**src/rtl/key_value_table_store_top_defines.svh**
```systemverilog
// ----------------------------------------------------------------------------
// Key/value table store - assertion macros
// Concurrent assertion wrappers; NO_ASSERTIONS removes them.
// ----------------------------------------------------------------------------
`ifndef KEY_VALUE_TABLE_STORE_TOP_DEFINES_SVH
`define KEY_VALUE_TABLE_STORE_TOP_DEFINES_SVH

`ifndef NO_ASSERTIONS
// checked outside reset
`define KVTS_ASSERT(label, clk_sig, rst_sig, prop) \
  label: assert property (@(posedge clk_sig) disable iff (rst_sig) prop) \
    else $error("kvts assertion failed");
// checked at every edge, reset included
`define KVTS_ASSERT_ALWAYS(label, clk_sig, prop) \
  label: assert property (@(posedge clk_sig) prop) \
    else $error("kvts assertion failed");
`else
`define KVTS_ASSERT(label, clk_sig, rst_sig, prop)
`define KVTS_ASSERT_ALWAYS(label, clk_sig, prop)
`endif

`endif

```
**src/rtl/kvts_pkg.sv**
```systemverilog
`timescale 1ns / 1ps
// ----------------------------------------------------------------------------
// Key/value table store package
// Field widths, default sizes, codes and controller/datapath structs.
// ----------------------------------------------------------------------------
package kvts_pkg;

  localparam int FIELD_W = 64;
  localparam int LEN_W   = 4;

  localparam int RECORD_COUNT_DEF = 16;
  localparam int KEY_BYTES_DEF    = 8;
  localparam int VALUE_BYTES_DEF  = 8;

  typedef enum logic {
    OP_WRITE = 1'b0,
    OP_READ  = 1'b1
  } opcode_t;

  typedef enum logic [1:0] {
    ST_OK        = 2'd0,
    ST_BAD_ARG   = 2'd1,
    ST_FULL      = 2'd2,
    ST_NOT_FOUND = 2'd3
  } status_t;

  typedef struct packed {
    logic    load_req;
    logic    scan;
    logic    write;
    logic    fetch;
    logic    load_rsp;
    status_t rsp_status;
    logic    rsp_data;
  } kvts_cmd_t;

  typedef struct packed {
    logic bad;
    logic is_read;
    logic scan_last;
    logic hit;
    logic free_found;
    logic rsp_free;
  } kvts_stat_t;

  // ones over the low n bytes of a word
  function automatic logic [FIELD_W-1:0] byte_mask(logic [LEN_W-1:0] n);
    logic [FIELD_W-1:0] m;
    m = '0;
    for (int i = 0; i < FIELD_W / 8; i++) begin
      m[8*i +: 8] = (LEN_W'(i) < n) ? 8'hFF : 8'h00;
    end
    return m;
  endfunction

endpackage

```
**src/rtl/kvts_req_if.sv**
```systemverilog
`timescale 1ns / 1ps
// ----------------------------------------------------------------------------
// Key/value table store request channel
// valid/ready channel carrying one request word.
// ----------------------------------------------------------------------------
interface kvts_req_if;
  logic                         valid;
  logic                         ready;
  logic                         opcode;
  logic [kvts_pkg::FIELD_W-1:0] key_bytes;
  logic [kvts_pkg::LEN_W-1:0]   key_length;
  logic [kvts_pkg::FIELD_W-1:0] value_bytes;
  logic [kvts_pkg::LEN_W-1:0]   value_length;

  modport source (
    output valid, opcode, key_bytes, key_length, value_bytes, value_length,
    input  ready
  );
  modport sink (
    input  valid, opcode, key_bytes, key_length, value_bytes, value_length,
    output ready
  );
endinterface

```
**src/rtl/kvts_rsp_if.sv**
```systemverilog
`timescale 1ns / 1ps
// ----------------------------------------------------------------------------
// Key/value table store response channel
// valid/ready channel carrying one result word.
// ----------------------------------------------------------------------------
interface kvts_rsp_if;
  logic                         valid;
  logic                         ready;
  logic [1:0]                   status;
  logic [kvts_pkg::FIELD_W-1:0] read_value;
  logic [kvts_pkg::LEN_W-1:0]   read_length;

  modport source (
    output valid, status, read_value, read_length,
    input  ready
  );
  modport sink (
    input  valid, status, read_value, read_length,
    output ready
  );
endinterface

```
**src/rtl/kvts_ctrl.sv**
```systemverilog
`timescale 1ns / 1ps
// ----------------------------------------------------------------------------
// Key/value table store controller
// Sequences accept, key scan, update or fetch, and the result load.
// ----------------------------------------------------------------------------
module kvts_ctrl (
  input  logic                 clk,
  input  logic                 rst,
  input  logic                 req_valid,
  output logic                 req_ready,
  input  kvts_pkg::kvts_stat_t st,
  output kvts_pkg::kvts_cmd_t  cmd
);

  typedef enum logic [2:0] {
    S_IDLE,
    S_SCAN,
    S_DRAIN,
    S_DECIDE,
    S_FINISH
  } state_t;

  state_t             state;
  state_t             state_next;
  kvts_pkg::status_t  rsp_code;
  kvts_pkg::status_t  rsp_code_next;
  logic               rsp_data;
  logic               rsp_data_next;

  assign req_ready = (state == S_IDLE);

  always_comb begin
    state_next      = state;
    rsp_code_next   = rsp_code;
    rsp_data_next   = rsp_data;
    cmd             = '0;
    cmd.rsp_status  = rsp_code;
    cmd.rsp_data    = rsp_data;
    case (state)
      S_IDLE: begin
        if (req_valid) begin
          cmd.load_req = 1'b1;
          state_next   = S_SCAN;
        end
      end
      S_SCAN: begin
        if (st.bad) begin
          rsp_code_next = kvts_pkg::ST_BAD_ARG;
          rsp_data_next = 1'b0;
          state_next    = S_FINISH;
        end else begin
          cmd.scan = 1'b1;
          if (st.scan_last) begin
            state_next = S_DRAIN;
          end
        end
      end
      // last compare lands this cycle
      S_DRAIN: begin
        state_next = S_DECIDE;
      end
      S_DECIDE: begin
        state_next    = S_FINISH;
        rsp_data_next = 1'b0;
        if (st.is_read) begin
          if (st.hit) begin
            cmd.fetch     = 1'b1;
            rsp_code_next = kvts_pkg::ST_OK;
            rsp_data_next = 1'b1;
          end else begin
            rsp_code_next = kvts_pkg::ST_NOT_FOUND;
          end
        end else begin
          if (st.hit || st.free_found) begin
            cmd.write     = 1'b1;
            rsp_code_next = kvts_pkg::ST_OK;
          end else begin
            rsp_code_next = kvts_pkg::ST_FULL;
          end
        end
      end
      S_FINISH: begin
        if (st.rsp_free) begin
          cmd.load_rsp = 1'b1;
          state_next   = S_IDLE;
        end
      end
      default: begin
        state_next = S_IDLE;
      end
    endcase
  end

  always_ff @(posedge clk) begin
    if (rst) begin
      state    <= S_IDLE;
      rsp_code <= kvts_pkg::ST_OK;
      rsp_data <= 1'b0;
    end else begin
      state    <= state_next;
      rsp_code <= rsp_code_next;
      rsp_data <= rsp_data_next;
    end
  end

endmodule

```
**src/rtl/kvts_datapath.sv**
```systemverilog
`timescale 1ns / 1ps
// ----------------------------------------------------------------------------
// Key/value table store datapath
// Argument check, record memories, one-entry-per-cycle key scan, result reg.
// ----------------------------------------------------------------------------
module kvts_datapath #(
  parameter int RECORD_COUNT = kvts_pkg::RECORD_COUNT_DEF,
  parameter int KEY_BYTES    = kvts_pkg::KEY_BYTES_DEF,
  parameter int VALUE_BYTES  = kvts_pkg::VALUE_BYTES_DEF
) (
  input  logic                         clk,
  input  logic                         rst,
  input  logic                         opcode,
  input  logic [kvts_pkg::FIELD_W-1:0] key_bytes,
  input  logic [kvts_pkg::LEN_W-1:0]   key_length,
  input  logic [kvts_pkg::FIELD_W-1:0] value_bytes,
  input  logic [kvts_pkg::LEN_W-1:0]   value_length,
  input  kvts_pkg::kvts_cmd_t          cmd,
  output kvts_pkg::kvts_stat_t         st,
  input  logic                         rsp_ready,
  output logic                         rsp_valid,
  output logic [1:0]                   rsp_status,
  output logic [kvts_pkg::FIELD_W-1:0] rsp_value,
  output logic [kvts_pkg::LEN_W-1:0]   rsp_length
);

  localparam int IDX_W = (RECORD_COUNT > 1) ? $clog2(RECORD_COUNT) : 1;
  localparam int KEY_W = 8 * KEY_BYTES;
  localparam int VAL_W = 8 * VALUE_BYTES;
  localparam int LEN_W = kvts_pkg::LEN_W;
  localparam logic [LEN_W-1:0] KEY_MAX = LEN_W'(KEY_BYTES);
  localparam logic [LEN_W-1:0] VAL_MAX = LEN_W'(VALUE_BYTES);
  localparam logic [IDX_W-1:0] LAST_IDX = IDX_W'(RECORD_COUNT - 1);

  // record storage
  logic [KEY_W-1:0] keys_mem [RECORD_COUNT];
  logic [VAL_W-1:0] vals_mem [RECORD_COUNT];
  logic [LEN_W-1:0] lens_mem [RECORD_COUNT];
  logic             occupied [RECORD_COUNT];

  // captured request
  kvts_pkg::opcode_t req_op;
  logic              req_bad;
  logic [KEY_W-1:0]  req_key;
  logic [VAL_W-1:0]  req_val;
  logic [LEN_W-1:0]  req_vlen;

  // scan pipeline
  logic [IDX_W-1:0] scan_addr;
  logic [IDX_W-1:0] cmp_addr;
  logic             cmp_en;
  logic [KEY_W-1:0] key_rd;
  logic             occ_rd;
  logic             hit;
  logic [IDX_W-1:0] hit_idx;
  logic             free_found;
  logic [IDX_W-1:0] free_idx;
  logic [IDX_W-1:0] wr_idx;

  logic [VAL_W-1:0] fetch_val;
  logic [LEN_W-1:0] fetch_len;

  logic [kvts_pkg::FIELD_W-1:0] key_packed;
  logic [kvts_pkg::FIELD_W-1:0] val_packed;
  logic                         zero_byte;
  logic                         key_bad;
  logic                         val_bad;

  always_comb begin
    zero_byte = 1'b0;
    for (int i = 0; i < kvts_pkg::FIELD_W / 8; i++) begin
      if ((LEN_W'(i) < key_length) && (key_bytes[8*i +: 8] == 8'h00)) begin
        zero_byte = 1'b1;
      end
    end
  end

  assign key_bad    = (key_length == '0) || (key_length > KEY_MAX) || zero_byte;
  assign val_bad    = (opcode == kvts_pkg::OP_WRITE) &&
                      ((value_length == '0) || (value_length > VAL_MAX));
  assign key_packed = key_bytes & kvts_pkg::byte_mask(key_length);
  assign val_packed = value_bytes & kvts_pkg::byte_mask(value_length);
  assign wr_idx     = hit ? hit_idx : free_idx;

  always_ff @(posedge clk) begin
    if (cmd.load_req) begin
      req_op   <= kvts_pkg::opcode_t'(opcode);
      req_bad  <= key_bad || val_bad;
      req_key  <= key_packed[KEY_W-1:0];
      req_val  <= val_packed[VAL_W-1:0];
      req_vlen <= value_length;
    end
  end

  // memories: one write port, one read port each
  always_ff @(posedge clk) begin
    if (cmd.write) begin
      keys_mem[wr_idx] <= req_key;
      vals_mem[wr_idx] <= req_val;
      lens_mem[wr_idx] <= req_vlen;
    end
    if (cmd.scan) begin
      key_rd <= keys_mem[scan_addr];
    end
    if (cmd.fetch) begin
      fetch_val <= vals_mem[hit_idx];
      fetch_len <= lens_mem[hit_idx];
    end
  end

  always_ff @(posedge clk) begin
    if (rst) begin
      for (int i = 0; i < RECORD_COUNT; i++) begin
        occupied[i] <= 1'b0;
      end
    end else if (cmd.write) begin
      occupied[wr_idx] <= 1'b1;
    end
  end

  always_ff @(posedge clk) begin
    if (cmd.scan) begin
      occ_rd   <= occupied[scan_addr];
      cmp_addr <= scan_addr;
    end
  end

  always_ff @(posedge clk) begin
    if (rst) begin
      scan_addr  <= '0;
      cmp_en     <= 1'b0;
      hit        <= 1'b0;
      hit_idx    <= '0;
      free_found <= 1'b0;
      free_idx   <= '0;
    end else if (cmd.load_req) begin
      scan_addr  <= '0;
      cmp_en     <= 1'b0;
      hit        <= 1'b0;
      free_found <= 1'b0;
    end else begin
      cmp_en <= cmd.scan;
      if (cmd.scan) begin
        scan_addr <= scan_addr + 1'b1;
      end
      if (cmp_en) begin
        if (occ_rd && (key_rd == req_key)) begin
          hit     <= 1'b1;
          hit_idx <= cmp_addr;
        end
        // first free slot only
        if (!occ_rd && !free_found) begin
          free_found <= 1'b1;
          free_idx   <= cmp_addr;
        end
      end
    end
  end

  // result register
  always_ff @(posedge clk) begin
    if (rst) begin
      rsp_valid <= 1'b0;
    end else if (cmd.load_rsp) begin
      rsp_valid <= 1'b1;
    end else if (rsp_ready) begin
      rsp_valid <= 1'b0;
    end
  end

  always_ff @(posedge clk) begin
    if (cmd.load_rsp) begin
      rsp_status <= cmd.rsp_status;
      rsp_value  <= cmd.rsp_data ? kvts_pkg::FIELD_W'(fetch_val) : '0;
      rsp_length <= cmd.rsp_data ? fetch_len : '0;
    end
  end

  always_comb begin
    st            = '0;
    st.bad        = req_bad;
    st.is_read    = (req_op == kvts_pkg::OP_READ);
    st.scan_last  = (scan_addr == LAST_IDX);
    st.hit        = hit;
    st.free_found = free_found;
    st.rsp_free   = !rsp_valid || rsp_ready;
  end

endmodule

```
**src/rtl/key_value_table_store_top.sv**
```systemverilog
`timescale 1ns / 1ps
// ----------------------------------------------------------------------------
// Key/value table store
// Fixed table of key/value records with write (update or insert) and read.
// ----------------------------------------------------------------------------
// Scan: the key scan reads one record per cycle through one port; a bad
//   argument skips the scan and goes straight to the result load.
// Flow: one request word at a time; the next is accepted only after the
//   result is loaded, which an output stall delays.
// Reset: synchronous; every slot reads free at once (per-slot occupied
//   bits), no clearing pass; values and lengths are not cleared.
`include "key_value_table_store_top_defines.svh"

module key_value_table_store_top #(
  parameter int RECORD_COUNT = kvts_pkg::RECORD_COUNT_DEF,
  parameter int KEY_BYTES    = kvts_pkg::KEY_BYTES_DEF,
  parameter int VALUE_BYTES  = kvts_pkg::VALUE_BYTES_DEF
) (
  input logic       clk,
  input logic       rst,
  kvts_req_if.sink  req,
  kvts_rsp_if.source rsp
);

  kvts_pkg::kvts_cmd_t  cmd;
  kvts_pkg::kvts_stat_t st;
  logic                 req_ready;

  assign req.ready = req_ready;

  kvts_ctrl u_ctrl (
    .clk       (clk),
    .rst       (rst),
    .req_valid (req.valid),
    .req_ready (req_ready),
    .st        (st),
    .cmd       (cmd)
  );

  kvts_datapath #(
    .RECORD_COUNT (RECORD_COUNT),
    .KEY_BYTES    (KEY_BYTES),
    .VALUE_BYTES  (VALUE_BYTES)
  ) u_datapath (
    .clk          (clk),
    .rst          (rst),
    .opcode       (req.opcode),
    .key_bytes    (req.key_bytes),
    .key_length   (req.key_length),
    .value_bytes  (req.value_bytes),
    .value_length (req.value_length),
    .cmd          (cmd),
    .st           (st),
    .rsp_ready    (rsp.ready),
    .rsp_valid    (rsp.valid),
    .rsp_status   (rsp.status),
    .rsp_value    (rsp.read_value),
    .rsp_length   (rsp.read_length)
  );

  `KVTS_ASSERT(a_busy_after_accept, clk, rst, (req.valid && req.ready) |=> !req.ready)
  `KVTS_ASSERT(a_load_only_when_free, clk, rst, cmd.load_rsp |-> (!rsp.valid || rsp.ready))
  `KVTS_ASSERT(a_write_has_slot, clk, rst, cmd.write |-> (st.hit || st.free_found))
  `KVTS_ASSERT_ALWAYS(a_rsp_idle_after_rst, clk, $past(rst) |-> !rsp.valid)

endmodule

```
**src/flat_wrapper.sv**
```systemverilog
// flat-port wrapper written by rule: the top's interface ports become plain ports
module key_value_table_store_top_flat 
#(
  parameter int RECORD_COUNT = kvts_pkg::RECORD_COUNT_DEF,
  parameter int KEY_BYTES    = kvts_pkg::KEY_BYTES_DEF,
  parameter int VALUE_BYTES  = kvts_pkg::VALUE_BYTES_DEF
)
  (clk, rst, req_valid, req_opcode, req_key_bytes, req_key_length, req_value_bytes, req_value_length, req_ready, rsp_valid, rsp_status, rsp_read_value, rsp_read_length, rsp_ready);
  kvts_req_if req_i ();
  kvts_rsp_if rsp_i ();
  input logic clk;
  input logic rst;
  input wire logic [$bits(req_i.valid)-1:0] req_valid;
  input wire logic [$bits(req_i.opcode)-1:0] req_opcode;
  input wire logic [$bits(req_i.key_bytes)-1:0] req_key_bytes;
  input wire logic [$bits(req_i.key_length)-1:0] req_key_length;
  input wire logic [$bits(req_i.value_bytes)-1:0] req_value_bytes;
  input wire logic [$bits(req_i.value_length)-1:0] req_value_length;
  output wire logic [$bits(req_i.ready)-1:0] req_ready;
  output wire logic [$bits(rsp_i.valid)-1:0] rsp_valid;
  output wire logic [$bits(rsp_i.status)-1:0] rsp_status;
  output wire logic [$bits(rsp_i.read_value)-1:0] rsp_read_value;
  output wire logic [$bits(rsp_i.read_length)-1:0] rsp_read_length;
  input wire logic [$bits(rsp_i.ready)-1:0] rsp_ready;
  assign req_i.valid = req_valid;
  assign req_i.opcode = req_opcode;
  assign req_i.key_bytes = req_key_bytes;
  assign req_i.key_length = req_key_length;
  assign req_i.value_bytes = req_value_bytes;
  assign req_i.value_length = req_value_length;
  assign req_ready = req_i.ready;
  assign rsp_valid = rsp_i.valid;
  assign rsp_status = rsp_i.status;
  assign rsp_read_value = rsp_i.read_value;
  assign rsp_read_length = rsp_i.read_length;
  assign rsp_i.ready = rsp_ready;
  key_value_table_store_top #(.RECORD_COUNT(RECORD_COUNT), .KEY_BYTES(KEY_BYTES), .VALUE_BYTES(VALUE_BYTES)) u_core (.clk(clk), .rst(rst), .req(req_i), .rsp(rsp_i));
endmodule
```
**config.mk**
```make
export PLATFORM = sky130hd
export DESIGN_NAME = key_value_table_store_top_flat
export DESIGN_NICKNAME = d
export VERILOG_FILES = /design/src/rtl/kvts_pkg.sv /design/src/rtl/kvts_req_if.sv /design/src/rtl/kvts_rsp_if.sv /design/src/rtl/kvts_ctrl.sv /design/src/rtl/kvts_datapath.sv /design/src/rtl/key_value_table_store_top.sv /design/src/flat_wrapper.sv
export VERILOG_INCLUDE_DIRS = /design/src /design/src/rtl
export SDC_FILE = /design/constraint.sdc
export NUM_CORES = 2
export LEC_CHECK = 0
export BUFFER_PORTS_ARGS = -buffer_cell sky130_fd_sc_hd__clkbuf_2
export CORE_MARGIN = 1
export CORE_UTILIZATION = 45
export CTS_CLUSTER_SIZE = 25
export DETAILED_ROUTE_END_ITERATION = 10
export PLACE_DENSITY = 0.65
export SLEW_MARGIN = 20
export SYNTH_ARGS = -nofsm -noshare
export SYNTH_HDL_FRONTEND = slang
export SYNTH_HIERARCHICAL = 1
export SYNTH_SLANG_ARGS = --single-unit
```
**constraint.sdc**
```tcl
create_clock -name clk -period 8.1 [get_ports clk]
set_clock_uncertainty 0.2 [all_clocks]
set_input_delay 0.405 -clock clk [delete_from_list [all_inputs] [get_ports clk]]
set_output_delay 0.405 -clock clk [all_outputs]
set_load 0.01 [all_outputs]
```
==> impl_metrics.json <==
{
  "synth_top_area_share_pct": 78.94,
  "power.density_nw_per_um2": 242.2,
  "firstDrtPassIters": 5,
  "die_w_um": 457.4,
  "cts_root_buf": "clkbuf_16",
  "period_needed_ns": 4.042,
  "synth_cell_types": 53,
  "antenna_found_initial": 5,
  "start_util_pct": 45.43,
  "stdcell_area_um2": 107400,
  "dp_cells": 6642,
  "ys_top_cells_by_area": "edfxtp_1 (79%), mux4_2 (16%), dfxtp_1 (0.82%), nor2b_1 (0.71%), and2_1 (0.68%)",
  "clkPwrFrac_pct": 42.2,
  "areaGrowthSynthToFinish_pct": 15.08,
  "h-tree-depth": 4,
  "syn_inst": 3833,
  "portBuffers": 212,
  "syn_area_um2": 93310,
  "tightest_slew_ns": 1.194,
  "async_flop_share_pct": 0,
  "vias": 42060,
  "layout-drive-gt1-share_pct": 29.35,
  "post_cts_buffers": 0,
  "path_buf_inv": 2,
  "clk_pin_slew_ns": 0.06,
  "ir_drop_mv": 0.2319,
  "run_status": "completed",
  "clock-sinks": 2491,
  "ys_seq_area_share_pct": 79.76,
  "holdWs_ns": 0.05068,
  "hold_violations": 0,
  "initialDrtViolationCount": 4486,
  "hpwlAfterDp_mm": 107.6,
  "numCtsBuffers": 241,
  "start_kind": "flop",
  "fmax_ghz": 0.2474,
  "max-clock-path-buffers": 3,
  "synth.avg_cell_area_um2": 24.34,
  "fillers": 15510,
  "core-area_um2": 205400,
  "crit_family": "buffers and inverters",
  "cts_hold_buf": 162,
  "finalPower_mw": 26.00,
  "hp-class": "primary input to flop",
  "post_cts_resized": 0,
  "cp.required_ns": 8.51,
  "synth_top_area_cell": "edfxtp_1",
  "arrival_ns": 4.45,
  "fin_cells": 7255,
  "maxCapViolations": 0,
  "critical_path.max_fanout": 44,
  "viasPerCell": 5.798,
  "max_stage_delay_ns": 0.82,
  "finish.utilization_pct": 52.28,
  "yosys_register_bits": 2491,
  "synth_nets": 3975,
  "tritoncts": "done",
  "synth_edf_count": 2453,
  "antenna_left": 0,
  "routabilityCongestion": 0.7360,
  "grt_pass1_vias": 43680,
  "place_ws_ns": 3.906,
  "dpl_cell_area_um2": 98010,
  "crit_chain": "buf_4 -> buf_4 -> mux4_2 -> mux4_2",
  "ios": 213,
  "p_sw_mw": 5.260,
  "setup_viol": 0,
  "rsz0062_at_grt": "no",
  "internal-power_mw": 20.74,
  "fin_crit_sh_pct": 49.91,
  "slew_headroom_pct": 19.66,
  "nets": 4501,
  "wl_per_cell_um": 29.35,
  "tns_ns": 0,
  "rows": 166,
  "p_seq_share_pct": 56.0,
  "comb_power_share_pct": 1.9,
  "synth-main-ff-cell": "edfxtp_1",
  "p_leak_nw": 32.86,
  "drv_slew": 0,
  "chipHeight_um": 457.4,
  "grt_max_degree": 134,
  "insertion_delay_ns": 0.87,
  "crit_slowest_cell": "buf_4",
  "yosys_warnings": 6,
  "cp-end-kind": "flop",
  "fin_ws_ns": 4.058,
  "track_usage_pct": 20.49,
  "grt-ovfl-total": 0,
  "swShare_pct": 20.23,
  "critPathKind": "flop to flop",
  "dieArea_um2": 209200,
  "remaining_drc_errors": 0,
  "finalWirelength_mm": 213.0,
  "grt_first_pass_wirelength_mm": 308.8
}
## per-layer routing
| layer | GRT usage (%) | routed length [um] | part of all wire, % |
|---|---|---|---|
| met5 | 0 | 26 | 0.012 |
| met4 | 5.221 | 4591 | 2.2 |
| met2 | 34.13 | 107300 | 50 |
| met1 | 28.34 | 86850 | 41 |
| met3 | 3.215 | 14230 | 6.7 |
## path summary, 6_finish.rpt
path	start	to	slack (ns)	cells after the start
setup / recovery	u_core/u_datapath/hit_idx[0]$_SDFFE_PP0P_	u_core/u_datapath/fetch_val[41]$_DFFE_PP_	4.06	4
hold reg to reg	u_core/u_datapath/occupied[1]$_DFF_P_	u_core/u_datapath/occupied[1]$_DFF_P_	0.27	2
hold / removal	req_key_length[2]	u_core/u_datapath/req_key[5]$_DFFE_PP_	0.05	3
setup reg to reg	u_core/u_datapath/hit_idx[0]$_SDFFE_PP0P_	u_core/u_datapath/fetch_val[41]$_DFFE_PP_	4.06	4
## state kept, by name (all words and copies together) (netlist names), 3 cells and up
signal and count:
u_core/u_ctrl/state 3, u_core/u_datapath/cmp_addr 4, u_core/u_datapath/fetch_len 4, u_core/u_datapath/fetch_val 64, u_core/u_datapath/free_idx 4, u_core/u_datapath/hit_idx 4
u_core/u_datapath/key_rd 64, u_core/u_datapath/keys_mem 1024, u_core/u_datapath/lens_mem 64, u_core/u_datapath/occupied 16, u_core/u_datapath/req_key 64, u_core/u_datapath/req_val 64
u_core/u_datapath/req_vlen 4, u_core/u_datapath/rsp_length 4, u_core/u_datapath/rsp_value 64, u_core/u_datapath/scan_addr 4, u_core/u_datapath/vals_mem 1024
## power groups by stage
stage,combinational (mW),sequential (mW),clock [mW]
final,0.483,14.6,11.0
after global routing,0.516,14.6,11.6
after CTS,0.495,14.6,11.2
after detailed placement,0.430,14.8,0
after global placement,0.425,14.8,0
after floorplan,0.228,14.7,0
## worst reg2reg max path, cell delays in order, from the launching register on
cell and delay, ns:
dfxtp_4 0.78, buf_4 0.79, buf_4 0.87, mux4_2 0.67, mux4_2 0.48
## layout make-up
| class | count | area (um^2) | share of cell area (%) |
|---|---|---|---|
| multi-input cells | 1151 | 18200 | 16.95 |
| repair buffers | 457 | 3557 | 3.313 |
| well taps | 2688 | 3363 | 3.132 |
| flip-flops and latches | 2491 | 74450 | 69.33 |
| clock buffers | 309 | 6347 | 5.911 |
| inverters | 17 | 66.31 | 0.06175 |
| diodes | 1 | 2.502 | 0.002330 |
| clock inverters | 141 | 1398 | 1.302 |
## cell families (layout without fill, tap and decap cells)
logic type | Yosys count | in the layout | synth area share, %
compound gates | 50 | 50 | 0.3473
xor+xnor | 56 | 56 | 0.5256
fa+ha+maj | 1 | 1 | 0.01341
buf+inv | 191 | 924 | 0.9426
flops | 2491 | 2491 | 79.76
mux | 669 | 669 | 16.09
other cells | 0 | 1 | 0
simple gates | 375 | 375 | 2.321
## placed cells by master (no fill, tap or decap), types with 41 or more instances in the layout
cell type      count
edfxtp_1        2453
mux4_2           665
clkbuf_16        242
clkbuf_2         212
dlygate4sd3_1    162
nor2b_1          106
and2_1           101
clkbuf_1          63
buf_4             63
nor2_1            59
clkinv_1          53
xor2_1            41
## Yosys cell counts (all sizes together), types with 9 or more instances
library cell and instances:
inv 17, a21oi 19, xor2 41, nor3 16, and2 102, buf 67
clkbuf 107, xnor2 15, nand2 12, edfxtp 2453, mux4 665, nor4 24
nand4 10, o21ai 9, nor2b 106, nor2 76, dfxtp 38
Power figures use the tool's default switching activity.
